===== src/hdl/um32_machine_core_top_assert.svh =====
// Assertion macros for the um32 machine core.
// Used by modules that carry concurrent checks; expects clk and arst_n in scope.
`ifndef UM32_MACHINE_CORE_TOP_ASSERT_SVH
`define UM32_MACHINE_CORE_TOP_ASSERT_SVH

// same-cycle implication
`define UM32_ASSERT_NOW(lbl, ante, cons, msg) \
	lbl: assert property (@(posedge clk) disable iff (!arst_n) (ante) |-> (cons)) \
		else $error(msg);

// next-cycle implication
`define UM32_ASSERT_NEXT(lbl, ante, cons, msg) \
	lbl: assert property (@(posedge clk) disable iff (!arst_n) (ante) |=> (cons)) \
		else $error(msg);

`endif


===== src/hdl/um32_pkg.sv =====
// Shared constants, codes and types of the um32 machine core.
// No dependencies.
package um32_pkg;

	localparam int WORD_W     = 32;
	localparam int HEAP_WORDS = 65536;
	localparam int HEAP_AW    = $clog2(HEAP_WORDS);
	localparam int LEN_W      = HEAP_AW + 1;
	localparam int ARRAY_IDS  = 256;
	localparam int ID_W       = $clog2(ARRAY_IDS);
	localparam int CNT_W      = ID_W + 1;
	localparam int REG_COUNT  = 8;
	localparam int REG_AW     = $clog2(REG_COUNT);

	localparam logic [2:0] FAIL_NONE = 3'd0;
	localparam logic [2:0] FAIL_PC   = 3'd1;
	localparam logic [2:0] FAIL_ID   = 3'd2;
	localparam logic [2:0] FAIL_OFS  = 3'd3;
	localparam logic [2:0] FAIL_DIV  = 3'd4;
	localparam logic [2:0] FAIL_OUT  = 3'd5;
	localparam logic [2:0] FAIL_OP   = 3'd6;
	localparam logic [2:0] FAIL_MEM  = 3'd7;

	localparam logic [3:0] OP_CMOV  = 4'd0;
	localparam logic [3:0] OP_INDEX = 4'd1;
	localparam logic [3:0] OP_AMEND = 4'd2;
	localparam logic [3:0] OP_ADD   = 4'd3;
	localparam logic [3:0] OP_MUL   = 4'd4;
	localparam logic [3:0] OP_DIV   = 4'd5;
	localparam logic [3:0] OP_NAND  = 4'd6;
	localparam logic [3:0] OP_HALT  = 4'd7;
	localparam logic [3:0] OP_ALLOC = 4'd8;
	localparam logic [3:0] OP_FREE  = 4'd9;
	localparam logic [3:0] OP_OUT   = 4'd10;
	localparam logic [3:0] OP_IN    = 4'd11;
	localparam logic [3:0] OP_LOADP = 4'd12;
	localparam logic [3:0] OP_ORTHO = 4'd13;

	localparam logic ITEM_LOAD = 1'b0;

	localparam logic [5:0] A_NONE    = 6'd0;
	localparam logic [5:0] A_ACCEPT  = 6'd1;
	localparam logic [5:0] A_LOAD    = 6'd2;
	localparam logic [5:0] A_START   = 6'd3;
	localparam logic [5:0] A_FETCH   = 6'd4;
	localparam logic [5:0] A_DEC     = 6'd5;
	localparam logic [5:0] A_RDA     = 6'd6;
	localparam logic [5:0] A_RDB     = 6'd7;
	localparam logic [5:0] A_RDC     = 6'd8;
	localparam logic [5:0] A_RDD     = 6'd9;
	localparam logic [5:0] A_FAIL    = 6'd10;
	localparam logic [5:0] A_CMOV    = 6'd11;
	localparam logic [5:0] A_ALU     = 6'd12;
	localparam logic [5:0] A_HALT    = 6'd13;
	localparam logic [5:0] A_IDREAD  = 6'd14;
	localparam logic [5:0] A_MREAD   = 6'd15;
	localparam logic [5:0] A_MLOAD   = 6'd16;
	localparam logic [5:0] A_MSTORE  = 6'd17;
	localparam logic [5:0] A_DIVGO   = 6'd18;
	localparam logic [5:0] A_DIVWR   = 6'd19;
	localparam logic [5:0] A_APOP    = 6'd20;
	localparam logic [5:0] A_APOPCAP = 6'd21;
	localparam logic [5:0] A_ANEW    = 6'd22;
	localparam logic [5:0] A_AMETA   = 6'd23;
	localparam logic [5:0] A_AZERO   = 6'd24;
	localparam logic [5:0] A_AEND    = 6'd25;
	localparam logic [5:0] A_FREE    = 6'd26;
	localparam logic [5:0] A_OUT     = 6'd27;
	localparam logic [5:0] A_IN      = 6'd28;
	localparam logic [5:0] A_JUMP    = 6'd29;
	localparam logic [5:0] A_CINIT   = 6'd30;
	localparam logic [5:0] A_CRD     = 6'd31;
	localparam logic [5:0] A_CWR     = 6'd32;
	localparam logic [5:0] A_CEND    = 6'd33;
	localparam logic [5:0] A_ORTHO   = 6'd34;
	localparam logic [5:0] A_FIN     = 6'd35;

	typedef struct packed {
		logic        opcode;
		logic [31:0] program_word;
		logic [7:0]  console_byte;
		logic        console_eof;
	} item_t;

	typedef struct packed {
		logic        out_valid;
		logic [7:0]  out_byte;
		logic        input_used;
		logic        halted;
		logic [2:0]  fail_code;
		logic [31:0] program_counter;
	} result_t;

	typedef struct packed {
		logic [5:0] act;
		logic [2:0] fail;
	} cmd_t;

	typedef struct packed {
		logic [3:0] op;
		logic       item_load;
		logic       started;
		logic       blocked;
		logic       heap_full;
		logic       pc_ok;
		logic       rc_zero;
		logic       rc_big;
		logic       fits_rc;
		logic       fits_len;
		logic       free_nz;
		logic       next_avail;
		logic       id_zero;
		logic       id_ok;
		logic       ofs_ok;
		logic       cnt_done;
		logic       div_done;
		logic       out_free;
	} status_t;

endpackage


===== src/hdl/um32_ctrl.sv =====
// Controller state machine: sequences fetch, operand reads and execution.
// Depends on um32_pkg and um32_machine_core_top_assert.svh.
`include "um32_machine_core_top_assert.svh"
module um32_ctrl import um32_pkg::*; (
	input  logic    clk,
	input  logic    arst_n,
	input  logic    item_valid,
	output logic    item_stall,
	input  status_t st,
	output cmd_t    cmd
);

	localparam logic [4:0] S_IDLE  = 5'd0;
	localparam logic [4:0] S_DISP  = 5'd1;
	localparam logic [4:0] S_FETCH = 5'd2;
	localparam logic [4:0] S_DEC   = 5'd3;
	localparam logic [4:0] S_RDA   = 5'd4;
	localparam logic [4:0] S_RDB   = 5'd5;
	localparam logic [4:0] S_RDC   = 5'd6;
	localparam logic [4:0] S_RDD   = 5'd7;
	localparam logic [4:0] S_EXE   = 5'd8;
	localparam logic [4:0] S_META  = 5'd9;
	localparam logic [4:0] S_MLD   = 5'd10;
	localparam logic [4:0] S_DIV   = 5'd11;
	localparam logic [4:0] S_APOP  = 5'd12;
	localparam logic [4:0] S_AMETA = 5'd13;
	localparam logic [4:0] S_AZERO = 5'd14;
	localparam logic [4:0] S_CLOOP = 5'd15;
	localparam logic [4:0] S_CWR   = 5'd16;
	localparam logic [4:0] S_FIN   = 5'd17;

	logic [4:0] state_q, state_d;

	always_comb begin
		state_d    = state_q;
		cmd.act    = A_NONE;
		cmd.fail   = FAIL_NONE;
		item_stall = (state_q != S_IDLE);
		case (state_q)
			S_IDLE: begin
				if (item_valid) begin
					cmd.act = A_ACCEPT;
					state_d = S_DISP;
				end
			end
			S_DISP: begin
				if (st.item_load) begin
					state_d = S_FIN;
					if (st.started || st.blocked) begin
						cmd.act = A_NONE;
					end else if (st.heap_full) begin
						cmd.act  = A_FAIL;
						cmd.fail = FAIL_MEM;
					end else begin
						cmd.act = A_LOAD;
					end
				end else begin
					cmd.act = A_START;
					state_d = st.blocked ? S_FIN : S_FETCH;
				end
			end
			S_FETCH: begin
				if (!st.pc_ok) begin
					cmd.act  = A_FAIL;
					cmd.fail = FAIL_PC;
					state_d  = S_FIN;
				end else begin
					cmd.act = A_FETCH;
					state_d = S_DEC;
				end
			end
			S_DEC: begin
				cmd.act = A_DEC;
				state_d = S_RDA;
			end
			S_RDA: begin
				cmd.act = A_RDA;
				state_d = S_RDB;
			end
			S_RDB: begin
				cmd.act = A_RDB;
				state_d = S_RDC;
			end
			S_RDC: begin
				cmd.act = A_RDC;
				state_d = S_RDD;
			end
			S_RDD: begin
				cmd.act = A_RDD;
				state_d = S_EXE;
			end
			S_EXE: begin
				state_d = S_FIN;
				case (st.op)
					OP_CMOV: cmd.act = A_CMOV;
					OP_ADD, OP_MUL, OP_NAND: cmd.act = A_ALU;
					OP_INDEX, OP_AMEND, OP_FREE, OP_LOADP: begin
						cmd.act = A_IDREAD;
						state_d = S_META;
					end
					OP_DIV: begin
						if (st.rc_zero) begin
							cmd.act  = A_FAIL;
							cmd.fail = FAIL_DIV;
						end else begin
							cmd.act = A_DIVGO;
							state_d = S_DIV;
						end
					end
					OP_HALT: cmd.act = A_HALT;
					OP_ALLOC: begin
						if (!st.fits_rc) begin
							cmd.act  = A_FAIL;
							cmd.fail = FAIL_MEM;
						end else if (st.free_nz) begin
							cmd.act = A_APOP;
							state_d = S_APOP;
						end else if (st.next_avail) begin
							cmd.act = A_ANEW;
							state_d = S_AMETA;
						end else begin
							cmd.act  = A_FAIL;
							cmd.fail = FAIL_MEM;
						end
					end
					OP_OUT: begin
						if (st.rc_big) begin
							cmd.act  = A_FAIL;
							cmd.fail = FAIL_OUT;
						end else begin
							cmd.act = A_OUT;
						end
					end
					OP_IN:    cmd.act = A_IN;
					OP_ORTHO: cmd.act = A_ORTHO;
					default: begin
						cmd.act  = A_FAIL;
						cmd.fail = FAIL_OP;
					end
				endcase
			end
			S_META: begin
				state_d = S_FIN;
				case (st.op)
					OP_INDEX, OP_AMEND: begin
						if (!st.id_ok) begin
							cmd.act  = A_FAIL;
							cmd.fail = FAIL_ID;
						end else if (!st.ofs_ok) begin
							cmd.act  = A_FAIL;
							cmd.fail = FAIL_OFS;
						end else if (st.op == OP_INDEX) begin
							cmd.act = A_MREAD;
							state_d = S_MLD;
						end else begin
							cmd.act = A_MSTORE;
						end
					end
					OP_FREE: begin
						if (st.id_zero || !st.id_ok) begin
							cmd.act  = A_FAIL;
							cmd.fail = FAIL_ID;
						end else begin
							cmd.act = A_FREE;
						end
					end
					default: begin
						if (st.id_zero) begin
							cmd.act = A_JUMP;
						end else if (!st.id_ok) begin
							cmd.act  = A_FAIL;
							cmd.fail = FAIL_ID;
						end else if (!st.fits_len) begin
							cmd.act  = A_FAIL;
							cmd.fail = FAIL_MEM;
						end else begin
							cmd.act = A_CINIT;
							state_d = S_CLOOP;
						end
					end
				endcase
			end
			S_MLD: begin
				cmd.act = A_MLOAD;
				state_d = S_FIN;
			end
			S_DIV: begin
				if (st.div_done) begin
					cmd.act = A_DIVWR;
					state_d = S_FIN;
				end
			end
			S_APOP: begin
				cmd.act = A_APOPCAP;
				state_d = S_AMETA;
			end
			S_AMETA: begin
				cmd.act = A_AMETA;
				state_d = S_AZERO;
			end
			S_AZERO: begin
				if (st.cnt_done) begin
					cmd.act = A_AEND;
					state_d = S_FIN;
				end else begin
					cmd.act = A_AZERO;
				end
			end
			S_CLOOP: begin
				if (st.cnt_done) begin
					cmd.act = A_CEND;
					state_d = S_FIN;
				end else begin
					cmd.act = A_CRD;
					state_d = S_CWR;
				end
			end
			S_CWR: begin
				cmd.act = A_CWR;
				state_d = S_CLOOP;
			end
			S_FIN: begin
				if (st.out_free) begin
					cmd.act = A_FIN;
					state_d = S_IDLE;
				end
			end
			default: state_d = S_IDLE;
		endcase
	end

	always_ff @(posedge clk or negedge arst_n) begin
		if (!arst_n) begin
			state_q <= S_IDLE;
		end else begin
			state_q <= state_d;
		end
	end

	`UM32_ASSERT_NEXT(a_accept_disp, item_valid && !item_stall, state_q == S_DISP, "accepted beat not dispatched")
	`UM32_ASSERT_NEXT(a_fin_hold, (state_q == S_FIN) && !st.out_free, state_q == S_FIN, "result dropped while stalled")
	`UM32_ASSERT_NOW(a_div_op, state_q == S_DIV, st.op == OP_DIV, "divider wait without divide")
	`UM32_ASSERT_NEXT(a_div_start, (state_q == S_EXE) && (st.op == OP_DIV) && !st.rc_zero, state_q == S_DIV, "divide not started")

endmodule


===== config.mk =====
export PLATFORM = sky130hd
export DESIGN_NAME = um32_ctrl
export DESIGN_NICKNAME = d
export VERILOG_FILES = /design/src/hdl/um32_pkg.sv /design/src/hdl/um32_ctrl.sv
export VERILOG_INCLUDE_DIRS = /design/src /design/src/hdl
export SDC_FILE = /design/constraint.sdc
export NUM_CORES = 1
export LEC_CHECK = 0
export ABC_AREA = 1
export BUFFER_PORTS_ARGS = -buffer_cell sky130_fd_sc_hd__buf_2
export CAP_MARGIN = 15
export CORE_AREA = 2 2 50 52
export DETAILED_ROUTE_END_ITERATION = 16
export DIE_AREA = 0 0 52 54
export PLACE_DENSITY_LB_ADDON = 0.15
export SLEW_MARGIN = 20
export SYNTH_ARGS = -nofsm -noshare
export SYNTH_HDL_FRONTEND = slang
export SYNTH_SLANG_ARGS = --single-unit

===== constraint.sdc =====
create_clock -name clk -period 2.05 [get_ports clk]
set_input_delay 0.1025 -clock clk [delete_from_list [all_inputs] [get_ports clk]]
set_output_delay 0.1025 -clock clk [all_outputs]
set_load 0.005 [all_outputs]

==> impl_metrics.prom <==
# TYPE chip_impl_metric gauge
chip_impl_metric{name="crit_path_max_fanout",unit=""} 4
chip_impl_metric{name="leakagePower",unit="uW"} 0.0009405
chip_impl_info{name="outcome",value="finished clean"} 1
chip_impl_info{name="netlist_top_cells_count",value="sky130_fd_sc_hd__nand2_1, sky130_fd_sc_hd__nor2_1, sky130_fd_sc_hd__inv_1"} 1
chip_impl_metric{name="final_setup_violation_count",unit=""} 0
chip_impl_metric{name="post_synth_inst_count",unit=""} 257
chip_impl_metric{name="globalRouteOverflowTotal",unit=""} 0
chip_impl_metric{name="synth.avg_cell_area",unit="sq um"} 4.878
chip_impl_metric{name="timing.hold.ws",unit="ps"} 142.2
chip_impl_metric{name="drt_first_pass_iters",unit=""} 4
chip_impl_metric{name="final_hold_viol_count",unit=""} 0
chip_impl_metric{name="power.internal",unit="uW"} 573.1
chip_impl_metric{name="power.switching",unit="uW"} 748.7
chip_impl_metric{name="fin_skew",unit="ps"} 5.695
chip_impl_info{name="cts_tree",value="built"} 1
chip_impl_metric{name="placeableCoreArea",unit="sq mm"} 0.002320
chip_impl_metric{name="drt-wirelength-per-cell",unit="um"} 12.15
chip_impl_metric{name="power.share.switching",unit="%"} 56.64
chip_impl_metric{name="layout_worst_path_cycle_share",unit="%"} 92.50
chip_impl_metric{name="yosysTopAreaCellShare",unit="%"} 26.65
chip_impl_metric{name="initial_utilization",unit="%"} 54.05
chip_impl_info{name="synth.top_cells.by_area",value="sky130_fd_sc_hd__nand2_1, sky130_fd_sc_hd__nand3_1, sky130_fd_sc_hd__nor2_1"} 1
chip_impl_metric{name="route.final.wire_length",unit="um"} 3935
chip_impl_metric{name="async_flop_share",unit="%"} 100.0
chip_impl_metric{name="synth_fa_ha_area_share",unit="%"} 0
chip_impl_info{name="cp-start-kind",value="flop"} 1
chip_impl_metric{name="power.density_cell_area",unit="mW/mm^2"} 890.7
chip_impl_metric{name="dpl.hpwl",unit="um"} 3350
chip_impl_metric{name="ioPinCount",unit=""} 34
chip_impl_metric{name="synthSimpleGateAreaFrac",unit="%"} 67.27
chip_impl_metric{name="irDropWorstVdd",unit="mV"} 0.5681
chip_impl_metric{name="synth_mux_area_share",unit="%"} 0
chip_impl_metric{name="p_comb_share",unit="%"} 75.2
chip_impl_metric{name="cp.required",unit="ps"} 1950
chip_impl_metric{name="final.min_clock_period",unit="ps"} 1896
chip_impl_metric{name="synth-seq-cells",unit=""} 5
chip_impl_metric{name="die_width",unit="um"} 52
chip_impl_info{name="synth_top_family_by_area",value="simple AND/OR/NAND/NOR gates"} 1
chip_impl_metric{name="grt_pass1_vias",unit=""} 1550
chip_impl_metric{name="synth_cell_type_count",unit=""} 23
chip_impl_metric{name="synth_nets",unit=""} 281
chip_impl_metric{name="clock_latency",unit="ps"} 240
chip_impl_info{name="largest_register",value="state_q"} 1
chip_impl_metric{name="yosys.area_share.xor_xnor",unit="%"} 0
chip_impl_info{name="clock_tree.root_cell",value="sky130_fd_sc_hd__clkbuf_4"} 1
chip_impl_metric{name="worst_slew_pin_slew",unit="ps"} 347.4
chip_impl_info{name="worst_hold_path_type",value="in -> reg"} 1
chip_impl_info{name="cp-end-kind",value="primary output"} 1
chip_impl_metric{name="cts_max_level",unit=""} 1
chip_impl_metric{name="p_total",unit="uW"} 1322
chip_impl_metric{name="largest_reg_flops",unit=""} 5
chip_impl_metric{name="area_delta_synth_final",unit="%"} 18.36
chip_impl_metric{name="num-nets-final",unit=""} 319
chip_impl_metric{name="core.rowCount",unit=""} 18
chip_impl_metric{name="io_buffer_count",unit=""} 33
chip_impl_metric{name="pin_count_of_the_biggest_net_entering_global_routing",unit=""} 11
chip_impl_metric{name="number_of_enable_flip_flop_cells_after_synthesis",unit=""} 0
chip_impl_info{name="post-synth-top-count-cell",value="sky130_fd_sc_hd__nand2_1"} 1
chip_impl_metric{name="path_clk_slew",unit="ps"} 50
chip_impl_metric{name="cts-root-to-sink-buffers",unit=""} 2
chip_impl_metric{name="p_seq_share",unit="%"} 16.1
chip_impl_metric{name="post_cts_setup_repair_bufs",unit=""} 0
chip_impl_metric{name="gr-usage-all-layers",unit="%"} 30.12
chip_impl_metric{name="finalMaxSlewViolations",unit=""} 0
chip_impl_metric{name="initialDrtViolationCount",unit=""} 81
chip_impl_metric{name="share_clk_of_total_power",unit="%"} 8.7
chip_impl_metric{name="synth_seq_area_share",unit="%"} 9.980
chip_impl_metric{name="max-cap-violations",unit=""} 0
chip_impl_metric{name="drc",unit=""} 0
chip_impl_metric{name="setup-tns-final",unit="ps"} 0
chip_impl_metric{name="antenna_violations_before_repair",unit=""} 0
chip_impl_metric{name="compound_cell_area_share_of_the_yosys_netlist",unit="%"} 10.18
chip_impl_info{name="synth-main-ff-cell",value="sky130_fd_sc_hd__dfrtp_1"} 1
chip_impl_metric{name="clock-sinks",unit=""} 5
chip_impl_metric{name="detailroute.via_count",unit=""} 1726
chip_impl_metric{name="layout-drive-gt1-share",unit="%"} 15.99
chip_impl_metric{name="grt_pass1_wl",unit="um"} 6348
chip_impl_metric{name="critPathArrivalTime",unit="ps"} 1790
chip_impl_metric{name="drtAntennaViolNets",unit=""} 0
chip_impl_info{name="synth_top_cell_by_area",value="sky130_fd_sc_hd__nand2_1"} 1
chip_impl_metric{name="floorplan.die_area",unit="sq mm"} 0.002808
chip_impl_metric{name="cts-buffers-inserted",unit=""} 3
chip_impl_metric{name="yosys_warning_total",unit=""} 0
chip_impl_info{name="top_regs",value="state_q: 5 flops"} 1
chip_impl_metric{name="antenna_cells_inserted",unit=""} 0
chip_impl_metric{name="die-height",unit="um"} 54
chip_impl_info{name="timing.setup.critical_path_class",value="reg -> out"} 1
chip_impl_info{name="grt_setup_unrepaired",value="no"} 1
chip_impl_metric{name="finalCoreUtilization",unit="%"} 63.97
chip_impl_metric{name="synthesis.area",unit="sq mm"} 0.001254
chip_impl_metric{name="maxSlewHeadroom",unit="%"} 76.66
chip_impl_metric{name="clock.fmax",unit="MHz"} 527.3
chip_impl_metric{name="place_congestion",unit=""} 0.9631
chip_impl_metric{name="via_per_inst",unit=""} 5.327
layout make-up:
class | instances | area (sq um)
multi-input combinational | 212 | 973.4
fill | 257 | 835.8
timing repair buffer | 34 | 175.2
inverter | 39 | 146.4
sequential | 5 | 125.1
tap | 30 | 37.54
clock buffer | 4 | 26.28
worst max-delay path: stages (launching register included):
cell and delay [ps]:
sky130_fd_sc_hd__dfrtp_1 430, sky130_fd_sc_hd__inv_1 130, sky130_fd_sc_hd__nand2_1 80, sky130_fd_sc_hd__nor2_1 200
sky130_fd_sc_hd__nand2_1 130, sky130_fd_sc_hd__nor2_1 180, sky130_fd_sc_hd__nor2_1 100, sky130_fd_sc_hd__nand3_1 80
sky130_fd_sc_hd__nor2_1 50, sky130_fd_sc_hd__nand2_1 60, sky130_fd_sc_hd__buf_2 100
cell usage in the layout (no fill, tap or decap), drive strengths merged:
cell / count
nand2: 91
nand3: 32
a21oi: 5
buf: 33
nand3b: 3
dlygate4sd3: 1
and2: 2
o21a: 1
inv: 39
nor3: 4
nand4: 12
o21ai: 12
o211ai: 3
a31oi: 2
clkbuf: 4
dfrtp: 5
nor2: 43
or2: 2
metal layers:
layer | wire, um | global-route usage [%] | up-vias
li1 | - | - | 907
met1 | 1592 | 33.17 | 730
met2 | 1999 | 58.65 | 79
met3 | 250 | 5.000 | 10
met4 | 93 | 8.772 | 0
met5 | 0 | 0 | -
metrics by stage:
step                      instances  setup WS, ps  cell area [sq um]
after floorplan                 257         699.7               1254
after global placement          319         424.9               1445
after detailed placement        319         450.3               1445
after CTS                       324         170.1               1481
after global routing            324         6.873               1484
final                           324         153.7               1484
worst paths after layout:
path                                        startpoint                      to  slack (ps)  cells after the start
worst max-delay path            state_q[1]$_DFFE_PN0P_                  cmd[6]         150                     10
worst min-delay path                             st[0]  state_q[4]$_DFFE_PN0P_         140                      4
worst max register to register  state_q[0]$_DFFE_PN0P_  state_q[0]$_DFFE_PN0P_         490                      7
worst min register to register  state_q[0]$_DFFE_PN0P_  state_q[0]$_DFFE_PN0P_         710                      2
max in group asynchronous                       arst_n  state_q[2]$_DFFE_PN0P_        1720                      2
min in group asynchronous                       arst_n  state_q[1]$_DFFE_PN0P_         200                      2
power groups by stage:
stage / clock (uW) / combinational [uW] / sequential, uW
after detailed placement: 0 / 974 / 211
final: 115 / 994 / 213
after global routing: 131 / 1130 / 218
after global placement: 0 / 983 / 212
after CTS: 120 / 982 / 209
after floorplan: 0 / 719 / 179
cell families (layout without fill, tap and decap cells):
kind of cell,after synthesis,after routing
and+or+nand+nor,189,189
buffers and inverters,40,77
AOI/OAI and AO/OA,23,23
DFF,5,5
what timing repair did:
action                     CTS  global route
setup endpoints to repair    0             2
hold endpoints to repair     5             0
hold buffers                 1             0
gates resized for setup      0             1
Note: power is estimated with default switching activity, not from simulation.
